**config.mk**
```make
export PLATFORM = sky130hd
export DESIGN_NAME = triangle_wave_generator_flat
export DESIGN_NICKNAME = d
export VERILOG_FILES = /design/src/twg_pkg.sv /design/src/twg_if.sv /design/src/twg_regfile.sv /design/src/twg_calc.sv /design/src/triangle_wave_generator.sv /design/src/flat_wrapper.sv
export SDC_FILE = /design/constraint.sdc
export NUM_CORES = 1
export LEC_CHECK = 0
export BUFFER_PORTS_ARGS = -buffer_cell sky130_fd_sc_hd__buf_2
export CORE_MARGIN = 1
export CORE_UTILIZATION = 45
export DETAILED_ROUTE_END_ITERATION = 16
export GPL_ROUTABILITY_DRIVEN = 1
export GPL_TIMING_DRIVEN = 1
export PLACE_DENSITY_LB_ADDON = 0.25
export SETUP_SLACK_MARGIN = 0.4
export SLEW_MARGIN = 20
export SYNTH_ARGS = -nofsm -noshare
export SYNTH_HDL_FRONTEND = slang
export SYNTH_SLANG_ARGS = --single-unit
```
**constraint.sdc**
```tcl
create_clock -name clock -period 16.8 [get_ports clock]
set_input_delay 2.52 -clock clock [delete_from_list [all_inputs] [get_ports clock]]
set_output_delay 2.52 -clock clock [all_outputs]
set_load 0.02 [all_outputs]
```
**src/twg_pkg.sv**
```systemverilog
// Shared types, command codes and reset constants for the triangle wave generator.
package twg_pkg;

   localparam int CHANNELS_DEFAULT = 3;
   localparam int CHAN_W           = 2;
   localparam int CMD_W            = 3;
   localparam int BYTE_W           = 8;
   localparam int LEVEL_W          = 16;

   typedef enum logic [CMD_W-1:0] {
      CMD_TICK        = 3'd0,
      CMD_RESET       = 3'd1,
      CMD_TOGGLE      = 3'd2,
      CMD_SET_MAX     = 3'd3,
      CMD_SET_STEP    = 3'd4,
      CMD_SET_SINGLE  = 3'd5,
      CMD_SET_INITIAL = 3'd6
   } cmd_type;

   typedef struct packed {
      logic [CMD_W-1:0]  command;
      logic [CHAN_W-1:0] channel;
      logic [BYTE_W-1:0] value;
      logic [BYTE_W-1:0] offset_single;
      logic [BYTE_W-1:0] offset_step;
      logic [BYTE_W-1:0] offset_max;
      logic [BYTE_W-1:0] offset_initial;
   } item_type;

   typedef struct packed {
      logic [LEVEL_W-1:0] level;
      logic               rising;
      logic [BYTE_W-1:0]  max_b;
      logic [BYTE_W-1:0]  step;
      logic [BYTE_W-1:0]  init_b;
      logic               single;
   } chan_state_type;

   typedef struct packed {
      logic [CHAN_W-1:0] channel_out;
      logic [BYTE_W-1:0] level;
      logic              falling;
   } result_type;

   localparam chan_state_type STATE_RESET = '{
      level:  16'h0000,
      rising: 1'b0,
      max_b:  8'hFF,
      step:   8'h80,
      init_b: 8'h00,
      single: 1'b1
   };

endpackage

```
**src/twg_if.sv**
```systemverilog
// Valid/ready channel interfaces for request and response items.
interface twg_req_if;
   import twg_pkg::*;
   logic                 valid;
   logic                 ready;
   logic [CMD_W-1:0]     command;
   logic [CHAN_W-1:0]    channel;
   logic [BYTE_W-1:0]    value;
   logic [BYTE_W-1:0]    offset_single;
   logic [BYTE_W-1:0]    offset_step;
   logic [BYTE_W-1:0]    offset_max;
   logic [BYTE_W-1:0]    offset_initial;

   modport source (output valid, command, channel, value, offset_single, offset_step,
                   offset_max, offset_initial, input ready);
   modport sink   (input valid, command, channel, value, offset_single, offset_step,
                   offset_max, offset_initial, output ready);
endinterface

interface twg_rsp_if;
   import twg_pkg::*;
   logic                 valid;
   logic                 ready;
   logic [CHAN_W-1:0]    channel_out;
   logic [BYTE_W-1:0]    level;
   logic                 falling;

   modport source (output valid, channel_out, level, falling, input ready);
   modport sink   (input valid, channel_out, level, falling, output ready);
endinterface

```
**src/twg_regfile.sv**
```systemverilog
// Per-channel state registers with one read port and one write port.
module twg_regfile #(
   parameter int CHANNELS = twg_pkg::CHANNELS_DEFAULT
) (
   input  logic                          clock,
   input  logic                          reset,
   input  logic [twg_pkg::CHAN_W-1:0]    chan,
   output twg_pkg::chan_state_type       rd_state,
   input  logic                          wr_en,
   input  twg_pkg::chan_state_type       wr_state
);
   import twg_pkg::*;

   chan_state_type state_ff [CHANNELS];

   always_comb begin
      rd_state = state_ff[0];
      for (int i = 0; i < CHANNELS; i++) begin
         if (5'(i) == {3'b000, chan}) begin
            rd_state = state_ff[i];
         end
      end
   end

   always_ff @(posedge clock) begin
      for (int i = 0; i < CHANNELS; i++) begin
         if (reset) begin
            state_ff[i] <= STATE_RESET;
         end else if (wr_en && (5'(i) == {3'b000, chan})) begin
            state_ff[i] <= wr_state;
         end
      end
   end

endmodule

```
**src/twg_calc.sv**
```systemverilog
// Command decode and tick, reflect and reset arithmetic for one channel.
module twg_calc #(
   parameter int CHANNELS = twg_pkg::CHANNELS_DEFAULT
) (
   input  twg_pkg::item_type        item,
   input  twg_pkg::chan_state_type  cur,
   output twg_pkg::chan_state_type  nxt,
   output logic                     wr_en,
   output twg_pkg::result_type      result
);
   import twg_pkg::*;

   function automatic logic [BYTE_W-1:0] sat_add(input logic [BYTE_W-1:0] a,
                                                  input logic [BYTE_W-1:0] b);
      logic [BYTE_W:0] s;
      s = {1'b0, a} + {1'b0, b};
      return s[BYTE_W] ? {BYTE_W{1'b1}} : s[BYTE_W-1:0];
   endfunction

   logic                in_range;
   logic                single_eff;
   logic [BYTE_W:0]     step9;
   logic [LEVEL_W-1:0]  step16;
   logic [BYTE_W-1:0]   top_b;
   logic [BYTE_W-1:0]   init_sat;
   logic [LEVEL_W:0]    rise_sum;

   assign in_range   = {3'b000, item.channel} < 5'(CHANNELS);
   assign single_eff = item.offset_single[BYTE_W-1] ^ cur.single;
   assign step9      = {1'b0, item.offset_step} + {1'b0, cur.step};
   assign step16     = {7'b0, step9};
   assign top_b      = sat_add(cur.max_b, item.offset_max);
   assign init_sat   = sat_add(cur.init_b, item.offset_initial);
   assign rise_sum   = {1'b0, cur.level} + {1'b0, step16};

   always_comb begin
      nxt = cur;
      unique case (cmd_type'(item.command))
         CMD_TICK: begin
            if (!cur.rising && (cur.level < step16)) begin
               if (single_eff) begin
                  nxt.level = '0;
               end else begin
                  nxt.level  = step16 - cur.level;
                  nxt.rising = 1'b1;
               end
            end else if (cur.rising && (rise_sum > {1'b0, top_b, 8'h00})) begin
               nxt.level  = {top_b[BYTE_W-2:0], 9'b0} - step16 - cur.level;
               nxt.rising = 1'b0;
            end else if (cur.rising) begin
               nxt.level = rise_sum[LEVEL_W-1:0];
            end else begin
               nxt.level = cur.level - step16;
            end
         end
         CMD_RESET: begin
            nxt.level  = {((init_sat > top_b) ? top_b : init_sat), 8'h00};
            nxt.rising = 1'b1;
         end
         CMD_TOGGLE: begin
            nxt.rising = !cur.rising;
         end
         CMD_SET_MAX: begin
            nxt.max_b  = item.value;
            nxt.init_b = (cur.init_b > item.value) ? item.value : cur.init_b;
         end
         CMD_SET_STEP: begin
            nxt.step = item.value;
         end
         CMD_SET_SINGLE: begin
            nxt.single = item.value[BYTE_W-1];
         end
         CMD_SET_INITIAL: begin
            nxt.init_b = (item.value > cur.max_b) ? cur.max_b : item.value;
         end
         default: begin
            nxt = cur;
         end
      endcase
   end

   assign wr_en = in_range;

   always_comb begin
      result.channel_out = item.channel;
      if (in_range) begin
         result.level   = nxt.level[LEVEL_W-1:BYTE_W];
         result.falling = !nxt.rising;
      end else begin
         result.level   = '0;
         result.falling = 1'b0;
      end
   end

endmodule

```
**src/triangle_wave_generator.sv**
```systemverilog
// Top level of the multi-channel triangle wave generator.
//
//   Channel    Direction  Handshake           Payload
//   req_chan   in         valid/ready         command, channel, value, offset bytes
//   rsp_chan   out        valid/ready         channel_out, level, falling
//
// One item is accepted per cycle unless stalled; item and result are each registered.
// The item register feeds the decode and arithmetic, which update the channel state
// and load the result register in the same cycle.
// Synchronous reset clears both valid flags and returns every channel to its defaults.
// A stalled result holds; the item register then fills and ready drops.
module triangle_wave_generator #(
   parameter int CHANNELS = twg_pkg::CHANNELS_DEFAULT
) (
   input logic        clock,
   input logic        reset,
   twg_req_if.sink    req_chan,
   twg_rsp_if.source  rsp_chan
);
   import twg_pkg::*;

   logic           in_valid_ff, in_valid_in;
   item_type       item_ff, item_in;
   logic           rsp_valid_ff, rsp_valid_in;
   result_type     result_ff, result_in;

   logic           out_free;
   logic           advance;
   logic           req_take;
   chan_state_type cur_state;
   chan_state_type nxt_state;
   logic           calc_wr_en;
   result_type     calc_result;

   assign out_free       = !rsp_valid_ff || rsp_chan.ready;
   assign advance        = in_valid_ff && out_free;
   assign req_chan.ready = !in_valid_ff || advance;
   assign req_take       = req_chan.valid && req_chan.ready;

   always_comb begin
      item_in     = item_ff;
      in_valid_in = in_valid_ff;
      if (req_take) begin
         item_in.command        = req_chan.command;
         item_in.channel        = req_chan.channel;
         item_in.value          = req_chan.value;
         item_in.offset_single  = req_chan.offset_single;
         item_in.offset_step    = req_chan.offset_step;
         item_in.offset_max     = req_chan.offset_max;
         item_in.offset_initial = req_chan.offset_initial;
         in_valid_in            = 1'b1;
      end else if (advance) begin
         in_valid_in = 1'b0;
      end
   end

   always_comb begin
      result_in    = result_ff;
      rsp_valid_in = rsp_valid_ff;
      if (advance) begin
         result_in    = calc_result;
         rsp_valid_in = 1'b1;
      end else if (rsp_chan.ready) begin
         rsp_valid_in = 1'b0;
      end
   end

   always_ff @(posedge clock) begin
      if (reset) begin
         in_valid_ff  <= 1'b0;
         rsp_valid_ff <= 1'b0;
      end else begin
         in_valid_ff  <= in_valid_in;
         rsp_valid_ff <= rsp_valid_in;
      end
      item_ff   <= item_in;
      result_ff <= result_in;
   end

   twg_regfile #(
      .CHANNELS (CHANNELS)
   ) u_regfile (
      .clock    (clock),
      .reset    (reset),
      .chan     (item_ff.channel),
      .rd_state (cur_state),
      .wr_en    (advance && calc_wr_en),
      .wr_state (nxt_state)
   );

   twg_calc #(
      .CHANNELS (CHANNELS)
   ) u_calc (
      .item   (item_ff),
      .cur    (cur_state),
      .nxt    (nxt_state),
      .wr_en  (calc_wr_en),
      .result (calc_result)
   );

   assign rsp_chan.valid       = rsp_valid_ff;
   assign rsp_chan.channel_out = result_ff.channel_out;
   assign rsp_chan.level       = result_ff.level;
   assign rsp_chan.falling     = result_ff.falling;

`ifndef ASSERT_OFF
   a_advance_loads_result: assert property (@(posedge clock) disable iff (reset)
      advance |=> rsp_valid_ff && (result_ff == $past(calc_result)))
      else $error("Result register did not load the processed item.");

   a_held_item_stable: assert property (@(posedge clock) disable iff (reset)
      (in_valid_ff && !advance) |=> in_valid_ff && $stable(item_ff))
      else $error("Waiting item was overwritten.");

   a_out_of_range_zero: assert property (@(posedge clock) disable iff (reset)
      (rsp_valid_ff && ({3'b000, result_ff.channel_out} >= 5'(CHANNELS)))
         |-> (result_ff.level == '0) && !result_ff.falling)
      else $error("Result for an absent channel is not zero.");
`endif

endmodule
```
**src/flat_wrapper.sv**
```systemverilog
// flat-port wrapper written by rule: the top's interface ports become plain ports
module triangle_wave_generator_flat import twg_pkg::*;
#(
   parameter int CHANNELS = twg_pkg::CHANNELS_DEFAULT
)
  (clock, reset, req_chan_valid, req_chan_command, req_chan_channel, req_chan_value, req_chan_offset_single, req_chan_offset_step, req_chan_offset_max, req_chan_offset_initial, req_chan_ready, rsp_chan_valid, rsp_chan_channel_out, rsp_chan_level, rsp_chan_falling, rsp_chan_ready);
  twg_req_if req_chan_i ();
  twg_rsp_if rsp_chan_i ();
  input logic clock;
  input logic reset;
  input wire logic [$bits(req_chan_i.valid)-1:0] req_chan_valid;
  input wire logic [$bits(req_chan_i.command)-1:0] req_chan_command;
  input wire logic [$bits(req_chan_i.channel)-1:0] req_chan_channel;
  input wire logic [$bits(req_chan_i.value)-1:0] req_chan_value;
  input wire logic [$bits(req_chan_i.offset_single)-1:0] req_chan_offset_single;
  input wire logic [$bits(req_chan_i.offset_step)-1:0] req_chan_offset_step;
  input wire logic [$bits(req_chan_i.offset_max)-1:0] req_chan_offset_max;
  input wire logic [$bits(req_chan_i.offset_initial)-1:0] req_chan_offset_initial;
  output wire logic [$bits(req_chan_i.ready)-1:0] req_chan_ready;
  output wire logic [$bits(rsp_chan_i.valid)-1:0] rsp_chan_valid;
  output wire logic [$bits(rsp_chan_i.channel_out)-1:0] rsp_chan_channel_out;
  output wire logic [$bits(rsp_chan_i.level)-1:0] rsp_chan_level;
  output wire logic [$bits(rsp_chan_i.falling)-1:0] rsp_chan_falling;
  input wire logic [$bits(rsp_chan_i.ready)-1:0] rsp_chan_ready;
  assign req_chan_i.valid = req_chan_valid;
  assign req_chan_i.command = req_chan_command;
  assign req_chan_i.channel = req_chan_channel;
  assign req_chan_i.value = req_chan_value;
  assign req_chan_i.offset_single = req_chan_offset_single;
  assign req_chan_i.offset_step = req_chan_offset_step;
  assign req_chan_i.offset_max = req_chan_offset_max;
  assign req_chan_i.offset_initial = req_chan_offset_initial;
  assign req_chan_ready = req_chan_i.ready;
  assign rsp_chan_valid = rsp_chan_i.valid;
  assign rsp_chan_channel_out = rsp_chan_i.channel_out;
  assign rsp_chan_level = rsp_chan_i.level;
  assign rsp_chan_falling = rsp_chan_i.falling;
  assign rsp_chan_i.ready = rsp_chan_ready;
  triangle_wave_generator #(.CHANNELS(CHANNELS)) u_core (.clock(clock), .reset(reset), .req_chan(req_chan_i), .rsp_chan(rsp_chan_i));
endmodule
```
* Yosys cells after proc, flatten, opt, wreduce, memory -nomap -nowiden
Memory sizes are Yosys's and may differ from the RTL's. Index checks and enable logic that the tools add are counted.
Word-level totals: bits in writable memories 126, output and inout port bits 13, flip-flop bits (word level) 58, logic and storage cells 94, memories kept 1, bits of input ports 49
Operators by class: reduce and logical (&&, ||, !) cells 18, $add $sub $neg 8, bitwise logic cells 4, eq/ne operators 8, muxes and demuxes 37, order comparisons 6
Memories:
- u_core.u_regfile.state_ff | depth 3, bits a word 42, rd ports 3, clocked after memory_dff 0, wr ports 3, RTL line twg_regfile.sv:14 | chan_state_type state_ff [CHANNELS];
Operators by type and width (number):
- 2-to-1 mux 42 bit | 5
- 2-to-1 mux 8 bit | 7
- 2-to-1 mux 16 bit | 3
- one-hot mux 16 bit (2 select lines) | 1
- subtractor 16 x 9 -> 16 bit | 2
- adder 8 x 8 -> 9 bit | 3
- > comparator 8 bit | 3
- 2-to-1 mux 1 bit | 18
- adder 16 x 9 -> 17 bit | 1
- > comparator 17 x 16 -> 1 bit | 1
- 2-to-1 mux 17 bit | 1
- < comparator 16 x 9 -> 1 bit | 1
- one-hot mux 8 bit (2 select lines) | 1
- subtractor 16 bit | 1
- subtractor 9 x 16 -> 16 bit | 1
- == test 3 bit (second input constant) | 3
- logical AND 1 bit | 8
- == test 3 x 2 -> 1 bit (second input constant) | 2
- zero test 1 bit | 4
- nonzero test 2 bit | 2
- == test 3 x 1 -> 1 bit (second input constant) | 1
- zero test 3 bit | 1
- OR 1 bit | 3
- one-hot mux 1 bit (3 select lines) | 1
- 6 further kinds | 7

* Depth between registers and ports, before layout
Gate-level depths: netlist of the first run.
depth after elaboration 11, depth in mapped cells 32, gate-level depth less buffers 28

* Cells and area by module
A second synthesis of the first run with hierarchy kept.
Unflattened totals: cell total of the unflattened synthesis 1320, area, all modules 13778.2 um2
By module, submodules not included:
- twg_regfile | area each 6289.8 um2, times used 1, cells each 467, sequential area each 3783.6 um2
- twg_calc | area each 5698.0 um2, times used 1, cells each 786, sequential area each 0.0 um2
- triangle_wave_generator | area each 1790.5 um2, times used 1, cells each 67, sequential area each 1721.7 um2

* Worst setup path after synthesis of the first run
OpenSTA, ideal clock, no wires.
path type register -> register, start point register u_core.item_ff[40] (netlist name), end point memory u_core.u_regfile.state_ff[0][31] (netlist name) (data pin), arrival 6940 ps, path buffers 4, setup time 269 ps, slack 9591 ps, cell stages (with the launch flop) 31, cell sequence edfxtp_1 > nand2b_1 > clkbuf_2 > buf_2 > buf_1 > buf_1 > o22ai_1 > nor2_1 > ha_1 > a21o_1 > a21oi_1 > o21bai_1 > a21oi_1 > xnor2_1 > ha_1 > inv_1 > o31a_1 > a2111oi_0 > nor2_1 > nor2_1 > xnor2_1 > ha_1 > and3_1 > nand3_1 > a2111oi_0 > and4bb_2 > a41o_1 > a21oi_4 > mux2_2 > a221oi_1 > nor2_1
RTL lines:
- start, declared | RTL line triangle_wave_generator.sv:23 | item_type item_ff, item_in;
- start signal, assigned | RTL line triangle_wave_generator.sv:76 | item_ff <= item_in;
- end, declared | RTL line twg_regfile.sv:14

* Worst setup path after layout of the first run
start point register u_core.item_ff[40] (netlist name), end point register u_core.result_ff, in the netlist u_core.rsp_chan.level[4] (data pin)
On the way: word-level cells in the longest chain between the ends 10
Ends and longest elaborated chain:
- == test 1 x 2 -> 1 bit | RTL line twg_regfile.sv:19 | if (5'(i) == {3'b000, chan}) begin
- 2-to-1 mux 42 bit (2 in series) | RTL line twg_regfile.sv:19
- adder 8 x 8 -> 9 bit (on tied branches) | RTL line twg_calc.sv:16, twg_calc.sv:30
- 2-to-1 mux 8 bit or adder 16 x 9 -> 17 bit (tied branches) | RTL line twg_calc.sv:17, twg_calc.sv:34
- subtractor 16 x 9 -> 16 bit or > comparator 17 x 16 -> 1 bit (tied branches) | RTL line twg_calc.sv:48, twg_calc.sv:47
- subtractor 16 bit or logical AND 1 bit (tied branches) | RTL line twg_calc.sv:48, twg_calc.sv:47
- 2-to-1 mux 16 bit | RTL line twg_calc.sv:47 | end else if (cur.rising && (rise_sum > {1'b0, top_b, 8'h00})) begin
- 2-to-1 mux 17 bit | RTL line twg_calc.sv:40 | if (!cur.rising && (cur.level < step16)) begin
- one-hot mux 16 bit (2 select lines) | RTL line twg_calc.sv:38 | unique case (cmd_type'(item.command))
- end signal, assigned | RTL line triangle_wave_generator.sv:77 | result_ff <= result_in;
- end, declared | RTL line triangle_wave_generator.sv:25 | result_type result_ff, result_in;
Several ways; a longest one is shown, not always the timed one. A chain may end at the register's enable or synchronous reset.

==> impl_metrics.py, run 1 <==
metrics = {
    "outcome": {
        "status": "finished, final reports clean",
    },
    "cts": {
        "ctsHoldBuffers": 0,
        "postCtsSetupBuffers": 0,
        "cts_buffers": 17,
        "cts_max_path_buffers": 2,
        "h-tree-depth": 4,
        "cts_tree": "done",
        "clk_latency_ps": 440,
        "cts_root_buf": "clkbuf_16",
        "path_clk_slew_ps": 70,
        "cts_resized": 0,
        "clock-sinks": 177,
    },
    "cells_and_area": {
        "final_cells": 1642,
        "seq_area_sq_mm": 0.00530,
        "syn_to_final_growth_pct": 9.96,
        "final_area_sq_mm": 0.0134,
        "drive_gt1_share_pct": 10.3,
        "post-route-util_pct": 50.9,
        "nFillCells": 2393,
        "multiInputGateArea_sq_mm": 0.00645,
        "final_net_count": 1463,
    },
    "sta": {
        "max_freq_mhz": 99.2,
        "finalHoldViolations": 0,
        "period_share_pct": 60.0,
        "setup-violations-final": 0,
        "period_minus_slack_ps": 10080,
        "setup_ws_ps": 6720,
        "slew_viol_final": 0,
        "hold-worst-slack_ps": 518,
        "totalNegativeSetupSlack_ps": 0,
        "slew-limit-headroom_pct": 18.6,
        "rsz0062_at_grt": "no",
        "worst_pin_slew_ps": 1190,
        "finalClockSkew_ps": 15.4,
    },
    "placed_design": {
        "dpl-instance-area_sq_mm": 0.0129,
        "io_buffers": 54,
        "place_ws_ps": 7060,
        "dpl.hpwl_mm": 24.4,
        "gp_congestion": 0.967,
        "dpl.cell_count": 1610,
    },
    "synthesis": {
        "ys_seq_area_share_pct": 43.4,
        "yosys-top-cells-area": "edfxtp_1 43%, ha_1 12%, nor2_1 6.5%, xnor2_1 3.4%, a21oi_1 3.0%",
        "synth_edf_count": 175,
        "async_reset_ff_share_pct": 0,
        "yosys_warnings": 0,
        "synth_top_area_cell": "edfxtp_1",
        "ys_ff_latch": 177,
        "syn_inst": 1262,
        "synthTopCellsByCount": "210 x nor2_1, 175 x edfxtp_1, 113 x ha_1, 87 x nand2_1, 83 x inv_1",
        "synth_ff_type": "edfxtp_1",
        "syn_area_per_cell_sq_um": 9.67,
        "synth_most_common_cell": "nor2_1",
        "syn_nets": 1431,
        "synthDistinctLibCells": 79,
        "yosysTopAreaCellShare_pct": 43.0,
        "synth_area_sq_mm": 0.0122,
    },
    "drt": {
        "ant_nets": 0,
        "wl_met1_mm": 15.0,
        "first_pass_iters": 5,
        "route.detailed.drc": 0,
        "wirelength_mm": 33.2,
        "top_layer": "met4",
        "routedWlPerCell_um": 20.2,
        "met2WireLength_mm": 15.3,
        "route.met3.wl_mm": 1.97,
        "vias": 9675,
        "routed_via_density": 5.89,
        "drt-initial-drc-count": 865,
    },
    "global_routing": {
        "grt_max_degree": 44,
        "track_usage_pct": 24.0,
        "grt_overflow_total": 0,
        "grt_pass1_vias": 9060,
        "grt_pass1_wl_mm": 50.8,
        "antenna_found_initial": 0,
    },
    "min_path": {
        "hold_path_class": "register to register",
    },
    "setup_path": {
        "crit_type": "register to register",
        "end_kind": "register",
        "arrival_ps": 10230,
        "startpoint_type": "register",
        "critPathRequiredTime_ps": 16960,
        "path_max_fanout": 43,
    },
    "die": {
        "rows": 59,
        "die_w_um": 167,
        "die-area_sq_mm": 0.0278,
        "io_pins": 62,
        "initial_core_util_pct": 46.3,
        "fp.dieH_um": 167,
        "core_sq_mm": 0.0264,
    },
    "run": {
        "maxCapViolCount": 0,
    },
    "pwr": {
        "powerDensity_mw_per_mm2": 113,
        "power.total_mw": 1.51,
        "leakage_nw": 5.30,
        "ir_drop_mv": 0.0700,
    },
}
## cell usage in the layout, fill, tap and decap left out, types with 5 or more instances in the layout
master     Yosys  final
a2111oi_0      6      6
a211oi_1       7      7
a21o_1        19     19
a21oi_1       73     73
a31oi_1       11     11
and2_1        10      9
buf_2          7     54
buf_4          0     14
clkbuf_16      0     17
edfxtp_1     175    175
fa_1           7      7
ha_1         113    113
inv_1         83     83
mux2i_1       16     16
nand2_1       87     87
nand2b_1      15     14
nand3_1       21     21
nand4_1        6      6
nor2_1       210    210
nor2b_1       16     16
nor3_1        22     20
nor4_1         7      6
o211ai_1      11     11
o21a_1        15     15
o21ai_0       45     43
o21ai_1        5      5
o21bai_1       5      5
o221ai_1      19     19
o22a_1        15     15
o22ai_1       30     30
o31a_1         5      5
o31ai_1        6      5
or2_2          6      6
or3_1         10     10
or3b_2         5      5
xnor2_1       47     47
xor2_1         9      9
## final timing paths
path | start | cells after the start | end | slack, ps
max reg2reg | u_core.item_ff[40] | 27 | u_core.rsp_chan.level[4] | 6720
max | u_core.item_ff[40] | 27 | u_core.rsp_chan.level[4] | 6720
min | u_core.in_valid_ff | 2 | u_core.rsp_chan.valid | 520
min reg2reg | u_core.in_valid_ff | 2 | u_core.rsp_chan.valid | 520
## final cells by class
class / instances / share of cell area, %
flip-flops and latches: 177 / 39.4
clock buffers: 18 / 3.20
inverters: 85 / 2.38
well taps: 335 / 3.12
multi-input cells: 945 / 48.1
clock inverters: 13 / 0.969
repair buffers: 68 / 2.80
diodes: 1 / 0.0186
## report_power, final
group          leakage [nW]  switching [mW]  internal (mW)  total, mW
sequential             1.70          0.0120          0.507      0.519
combinational          3.34           0.379          0.234      0.613
clock                 0.265           0.174          0.206      0.380
total                  5.30           0.564          0.948       1.51
## registers in the layout, summed over array words and instances (netlist names)
signal	flops
u_core.u_regfile.state_ff	126
u_core.in_valid_ff	1
u_core.rsp_chan.valid	1
u_core.rsp_chan.falling	1
u_core.item_ff	38
u_core.rsp_chan.level	8
u_core.rsp_chan.channel_out	2
## worst max-delay path, cell delays in order (launching register included)
cell and delay (ps):
edfxtp_1 990, nand2b_2 260, buf_4 510, o22ai_1 150, nor2_1 270, ha_1 280
a21o_1 170, a21oi_1 210, o21bai_1 90, a21oi_1 230, xnor2_1 180, ha_1 710
inv_1 340, o31a_1 400, a2111oi_0 980, nor2_1 190, nor2_1 210, xnor2_1 210
ha_1 300, and3_1 160, nand3_1 120, a21oi_1 80, a2111oi_0 1030, a41o_1 480
nand2_1 260, or3_1 360, a41oi_1 480, nor2_1 140
## cell families (layout without fill, tap and decap cells)
logic type | after synthesis | after routing | synth area share (%)
and+or+nand+nor | 435 | 435 | 16.2
adders and majority gates | 122 | 122 | 12.9
AOI/OAI and AO/OA | 311 | 311 | 17.3
xor gates and xnor gates | 57 | 57 | 4.15
muxes | 20 | 20 | 1.68
buffers and inverters | 140 | 184 | 4.39
other | 0 | 1 | 0
DFF | 177 | 177 | 43.4
## per-layer routing
metal,up-vias,GRT usage (%)
li1,4651,-
met4,0,8.05
met3,64,4.09
met5,-,0
met1,4613,32.9
met2,347,38.5
(Power assumes the default switching activity.)
==> inputs of run 2 (changes only) <==
- ABC_AREA: not set -> 1
- clock period: 16.8 -> 9.6 ns (I/O delays scaled with it)
==> impl_metrics.py, run 2 <==
metrics = {
    "cells_and_area": {
        "post-route-util_pct": 49.9,
        "largest_reg_flops": 126,
        "drive_gt1_share_pct": 9.85,
        "syn_to_final_growth_pct": 9.40,
        "final_net_count": 1800,
        "largest_register": "u_core.u_regfile.state_ff",
        "final_common_cell": "nand2_1",
        "final_cell_mix": "411 x nand2_1, 199 x inv_1, 175 x edfxtp_1, 173 x a21oi_1, 113 x ha_1",
        "antenna_cells": 0,
    },
    "setup_path": {
        "startpoint": "u_core.item_ff[41]",
        "r2r-start": "u_core.item_ff[41]",
        "path_max_fanout": 34,
        "r2r_cells": 40,
        "startpoint_type": "register",
        "ff2ff_setup_slack_ps": 2110,
        "arrival_ps": 7720,
        "slowest_stage": "edfxtp_1",
        "r2r-end": "u_core.rsp_chan.level[1]",
        "cpPeakStageDelay_ps": 800,
        "end_kind": "register",
        "critPathRequiredTime_ps": 9830,
        "cp-endpoint": "u_core.rsp_chan.level[1]",
        "crit_type": "register to register",
    },
    "sta": {
        "totalNegativeSetupSlack_ps": 0,
        "worst_pin_slew_ps": 1050,
        "period_share_pct": 78.0,
        "setup-violations-final": 0,
        "rsz0062_at_grt": "no",
        "max_freq_mhz": 134,
        "slew-limit-headroom_pct": 29.4,
        "finalHoldViolations": 0,
        "slew_viol_final": 0,
        "setup_ws_ps": 2110,
        "period_minus_slack_ps": 7490,
        "hold-worst-slack_ps": 512,
        "finalClockSkew_ps": 18.6,
    },
    "synthesis": {
        "synth_most_common_cell": "nand2_1",
        "synthDistinctLibCells": 50,
        "async_reset_ff_share_pct": 0,
        "ys_seq_area_share_pct": 40.5,
        "syn_inst": 1591,
        "yosysTopAreaCellShare_pct": 40.2,
        "synth_edf_count": 175,
        "yosys-top-cells-area": "edfxtp_1 40%, nand2_1 12%, ha_1 11%, a21oi_1 6.6%, inv_1 5.7%",
        "syn_area_per_cell_sq_um": 8.21,
        "syn_nets": 1760,
        "synth_area_sq_mm": 0.0131,
        "synth_top_area_cell": "edfxtp_1",
        "synthTopCellsByCount": "412 x nand2_1, 199 x inv_1, 175 x edfxtp_1, 173 x a21oi_1, 113 x ha_1",
        "synth_ff_type": "edfxtp_1",
        "ys_ff_latch": 177,
        "yosys_warnings": 0,
    },
    "cts": {
        "cts_tree": "done",
        "h-tree-depth": 4,
        "clk_latency_ps": 440,
        "cts_resized": 0,
        "ctsHoldBuffers": 0,
        "clock-sinks": 177,
        "cts_buffers": 17,
        "cts_root_buf": "clkbuf_16",
        "path_clk_slew_ps": 80,
        "cts_max_path_buffers": 2,
        "postCtsSetupBuffers": 0,
    },
    "placed_design": {
        "dpl.hpwl_mm": 26.2,
        "gp_congestion": 0.939,
        "io_buffers": 54,
        "place_ws_ps": 2250,
    },
    "global_routing": {
        "antenna_found_initial": 0,
        "grt_pass1_wl_mm": 55.4,
        "grt_pass1_vias": 10400,
        "grt_max_degree": 43,
        "grt_overflow_total": 0,
        "track_usage_pct": 24.6,
    },
    "die": {
        "rows": 62,
        "die_w_um": 172,
        "io_pins": 62,
        "fp.dieH_um": 172,
        "initial_core_util_pct": 45.6,
        "core_sq_mm": 0.0286,
        "die-area_sq_mm": 0.0297,
    },
    "drt": {
        "wl_met1_mm": 16.2,
        "drt-initial-drc-count": 795,
        "routedWlPerCell_um": 17.5,
        "route.met3.wl_mm": 1.64,
        "met2WireLength_mm": 17.0,
        "vias": 11000,
        "top_layer": "met4",
        "ant_nets": 0,
        "routed_via_density": 5.40,
        "first_pass_iters": 5,
        "route.detailed.drc": 0,
        "wirelength_mm": 35.4,
    },
    "pwr": {
        "p_clk_share_pct": 27.4,
        "ir_drop_mv": 0.112,
        "p_sw_mw": 1.01,
        "internal-power_mw": 1.60,
        "seqPwrFrac_pct": 34.8,
        "leakage_nw": 6.50,
        "power.total_mw": 2.60,
        "powerDensity_mw_per_mm2": 182,
        "sw_frac_of_total_pct": 38.7,
        "p_comb_share_pct": 37.8,
    },
    "run": {
        "maxCapViolCount": 0,
    },
    "min_path": {
        "hold_path_class": "register to register",
    },
    "outcome": {
        "status": "finished, final reports clean",
    },
}
==> run 2: area by class of cell <==
class | instances | area (sq um)
fill | 2750 | 14300
multi-input combinational | 1159 | 6760
sequential | 177 | 5300
inverter | 213 | 817
tap | 384 | 480
clock buffer | 18 | 429
timing repair buffer | 63 | 338
clock inverter | 14 | 171
==> run 2: layer usage <==
metal | GRT usage, % | vias up
met5 | 0 | -
li1 | - | 5452
met3 | 2.49 | 43
met4 | 6.81 | 0
met2 | 42.5 | 311
met1 | 32.7 | 5151
==> run 2: stage by stage <==
step           instance area (sq um)  cells
3_3_place_gp                   13700   1996
5_1_grt                        14300   2028
6_report                       14300   2028
3_5_place_dp                   13700   1996
2_1_floorplan                  13100   1591
4_1_cts                        14300   2028
==> run 2: critical path: cells and delay by family (launching register included) <==
family	cells	cell delay [ps]
AND/OR/NAND/NOR	27	3540
adder cells (fa/ha/maj)	3	980
AO/OA/AOI/OAI	5	950
flip-flops	1	800
buffers and inverters	4	640
XOR/XNOR	1	330
==> run 2: how the worst min path moves through the flow <==
stage                                endpoint  cells after the start  slack [ps]                  start
2_1_floorplan  u_core.rsp_chan.channel_out[0]                      0         450     u_core.item_ff[40]
3_3_place_gp            u_core.rsp_chan.valid                      2         500  u_core.rsp_chan.valid
3_5_place_dp            u_core.rsp_chan.valid                      2         500  u_core.rsp_chan.valid
4_1_cts                 u_core.rsp_chan.valid                      2         520  u_core.rsp_chan.valid
5_1_grt                 u_core.rsp_chan.valid                      2         540  u_core.rsp_chan.valid
6_report                u_core.rsp_chan.valid                      2         510  u_core.rsp_chan.valid
==> run 2: power groups by stage <==
stage	clock, mW	sequential [mW]	combinational [mW]
after detailed placement	0	0.921	0.963
after global routing	0.750	0.907	1.11
after global placement	0	0.920	0.952
after CTS	0.721	0.904	0.970
final	0.714	0.904	0.983
after floorplan	0	0.919	0.724
==> run 2: cells by family after synthesis <==
| logic type | synth area share, % |
|---|---|
| XOR/XNOR | 2.15 |
| AO/OA/AOI/OAI | 13.4 |
| flip-flops | 40.5 |
| AND/OR/NAND/NOR | 24.0 |
| adder cells (fa/ha/maj) | 11.9 |
| buffers and inverters | 7.94 |
==> inputs of run 3 (changes only) <==
- clock period: 9.6 -> 7 ns (I/O delays scaled with it)
==> impl_metrics.py, run 3 (synthesized netlist as in run 2, its figures left out) <==
metrics = {
    "setup_path": {
        "startpoint_type": "register",
        "r2r_cells": 40,
        "slowest_stage": "edfxtp_1",
        "r2r-start": "u_core.item_ff[41]",
        "crit_type": "register to register",
        "r2r-end": "u_core.u_regfile.state_ff[1][32]",
        "critPathRequiredTime_ps": 7130,
        "crit_top_cell": "nand3_1",
        "path_max_fanout": 9,
        "end_kind": "register",
        "cp-endpoint": "u_core.u_regfile.state_ff[1][32]",
        "cpPeakStageDelay_ps": 520,
        "startpoint": "u_core.item_ff[41]",
        "ff2ff_setup_slack_ps": 880,
        "arrival_ps": 6250,
    },
    "cells_and_area": {
        "largest_register": "u_core.u_regfile.state_ff",
        "drive_gt1_share_pct": 11.5,
        "final_common_cell": "nand2_1",
        "multiInputGateArea_sq_mm": 0.00680,
        "nFillCells": 2711,
        "seq_area_sq_mm": 0.00530,
        "final_net_count": 1830,
        "post-route-util_pct": 50.9,
        "largest_reg_flops": 126,
        "final_cell_mix": "408 x nand2_1, 199 x inv_1, 175 x edfxtp_1, 172 x a21oi_1, 112 x ha_1",
        "syn_to_final_growth_pct": 11.4,
        "antenna_cells": 0,
    },
    "sta": {
        "slew_viol_final": 0,
        "rsz0062_at_grt": "yes",
        "slew-limit-headroom_pct": 28.6,
        "finalHoldViolations": 0,
        "finalClockSkew_ps": 16.0,
        "totalNegativeSetupSlack_ps": 0,
        "worst_pin_slew_ps": 1060,
        "period_minus_slack_ps": 6120,
        "setup-violations-final": 0,
        "period_share_pct": 87.4,
        "hold-worst-slack_ps": 515,
        "max_freq_mhz": 163,
    },
    "cts": {
        "clock-sinks": 177,
        "clk_latency_ps": 430,
        "path_clk_slew_ps": 70,
        "h-tree-depth": 4,
        "cts_root_buf": "clkbuf_16",
        "ctsHoldBuffers": 0,
        "cts_max_path_buffers": 2,
        "cts_buffers": 17,
        "cts_tree": "done",
    },
    "pwr": {
        "ir_drop_mv": 0.172,
        "leakage_nw": 6.64,
        "powerDensity_mw_per_mm2": 245,
    },
    "global_routing": {
        "grt_pass1_vias": 10500,
        "grt_overflow_total": 0,
        "track_usage_pct": 24.8,
        "antenna_found_initial": 0,
        "grt_pass1_wl_mm": 56.0,
        "grt_max_degree": 43,
    },
    "placed_design": {
        "gp_congestion": 0.939,
        "dpl.hpwl_mm": 26.7,
        "io_buffers": 54,
    },
    "drt": {
        "first_pass_iters": 6,
        "vias": 11100,
        "route.detailed.drc": 0,
        "ant_nets": 0,
        "routedWlPerCell_um": 17.3,
        "routed_via_density": 5.38,
        "drt-initial-drc-count": 918,
        "wirelength_mm": 35.6,
    },
    "die": {
        "rows": 62,
        "fp.dieH_um": 172,
        "core_sq_mm": 0.0286,
        "die-area_sq_mm": 0.0297,
        "io_pins": 62,
        "initial_core_util_pct": 45.6,
        "die_w_um": 172,
    },
    "min_path": {
        "hold_path_class": "register to register",
        "hold_start": "u_core.rsp_chan.valid",
    },
    "run": {
        "maxCapViolCount": 0,
    },
    "outcome": {
        "status": "finished, final reports clean",
    },
}
## run 3: layout make-up
cell class | instances | area share, %
timing repair buffer | 93 | 4.13
clock inverter | 13 | 0.920
inverter | 213 | 5.61
multi-input combinational | 1159 | 46.7
tap | 384 | 3.30
clock buffer | 19 | 2.97
sequential | 177 | 36.4
## run 3: critical path: cells and delay by family, from the launching register on
| kind | cells | cell delay (ps) |
|---|---|---|
| simple gates | 26 | 2830 |
| buf+inv | 5 | 580 |
| flops | 1 | 520 |
| compound gates | 5 | 620 |
| xor+xnor | 1 | 270 |
| fa+ha+maj | 3 | 970 |
## run 3: repair_timing
item,CTS,global route
endpoints found under the setup margin,0,57
gates resized for setup,0,10
buffers inserted,0,7
## run 3: layer usage
metal	wire length [um]	global-route usage, %
met5	0	0
met1	16100	32.7
met3	1510	2.49
met2	17400	42.9
met4	588	6.96
## run 3: where the power goes
group | leakage [nW] | switching (mW) | total [mW] | internal [mW]
Combinational | 4.67 | 0.929 | 1.40 | 0.473
Sequential | 1.70 | 0.0214 | 1.24 | 1.22
Clock | 0.269 | 0.407 | 0.933 | 0.526
## run 3: how the worst min path moves through the flow
| stage | slack (ps) | depth (start not counted) | endpoint |
|---|---|---|---|
| 2_1_floorplan | 450 | 0 | u_core.rsp_chan.channel_out[0] |
| 3_3_place_gp | 490 | 2 | u_core.rsp_chan.valid |
| 3_5_place_dp | 500 | 2 | u_core.rsp_chan.valid |
| 4_1_cts | 520 | 2 | u_core.rsp_chan.valid |
| 5_1_grt | 550 | 2 | u_core.rsp_chan.valid |
| 6_report | 510 | 2 | u_core.rsp_chan.valid |
## run 3: metrics by stage
stage	total power, mW	instances	setup slack, ps	instance area [sq um]
2_1_floorplan	2.25	1591	1360	13100
3_3_place_gp	2.60	2019	541	13900
3_5_place_dp	2.62	2019	509	13900
4_1_cts	3.55	2051	462	14400
5_1_grt	3.80	2058	381	14600
6_report	3.57	2058	879	14600
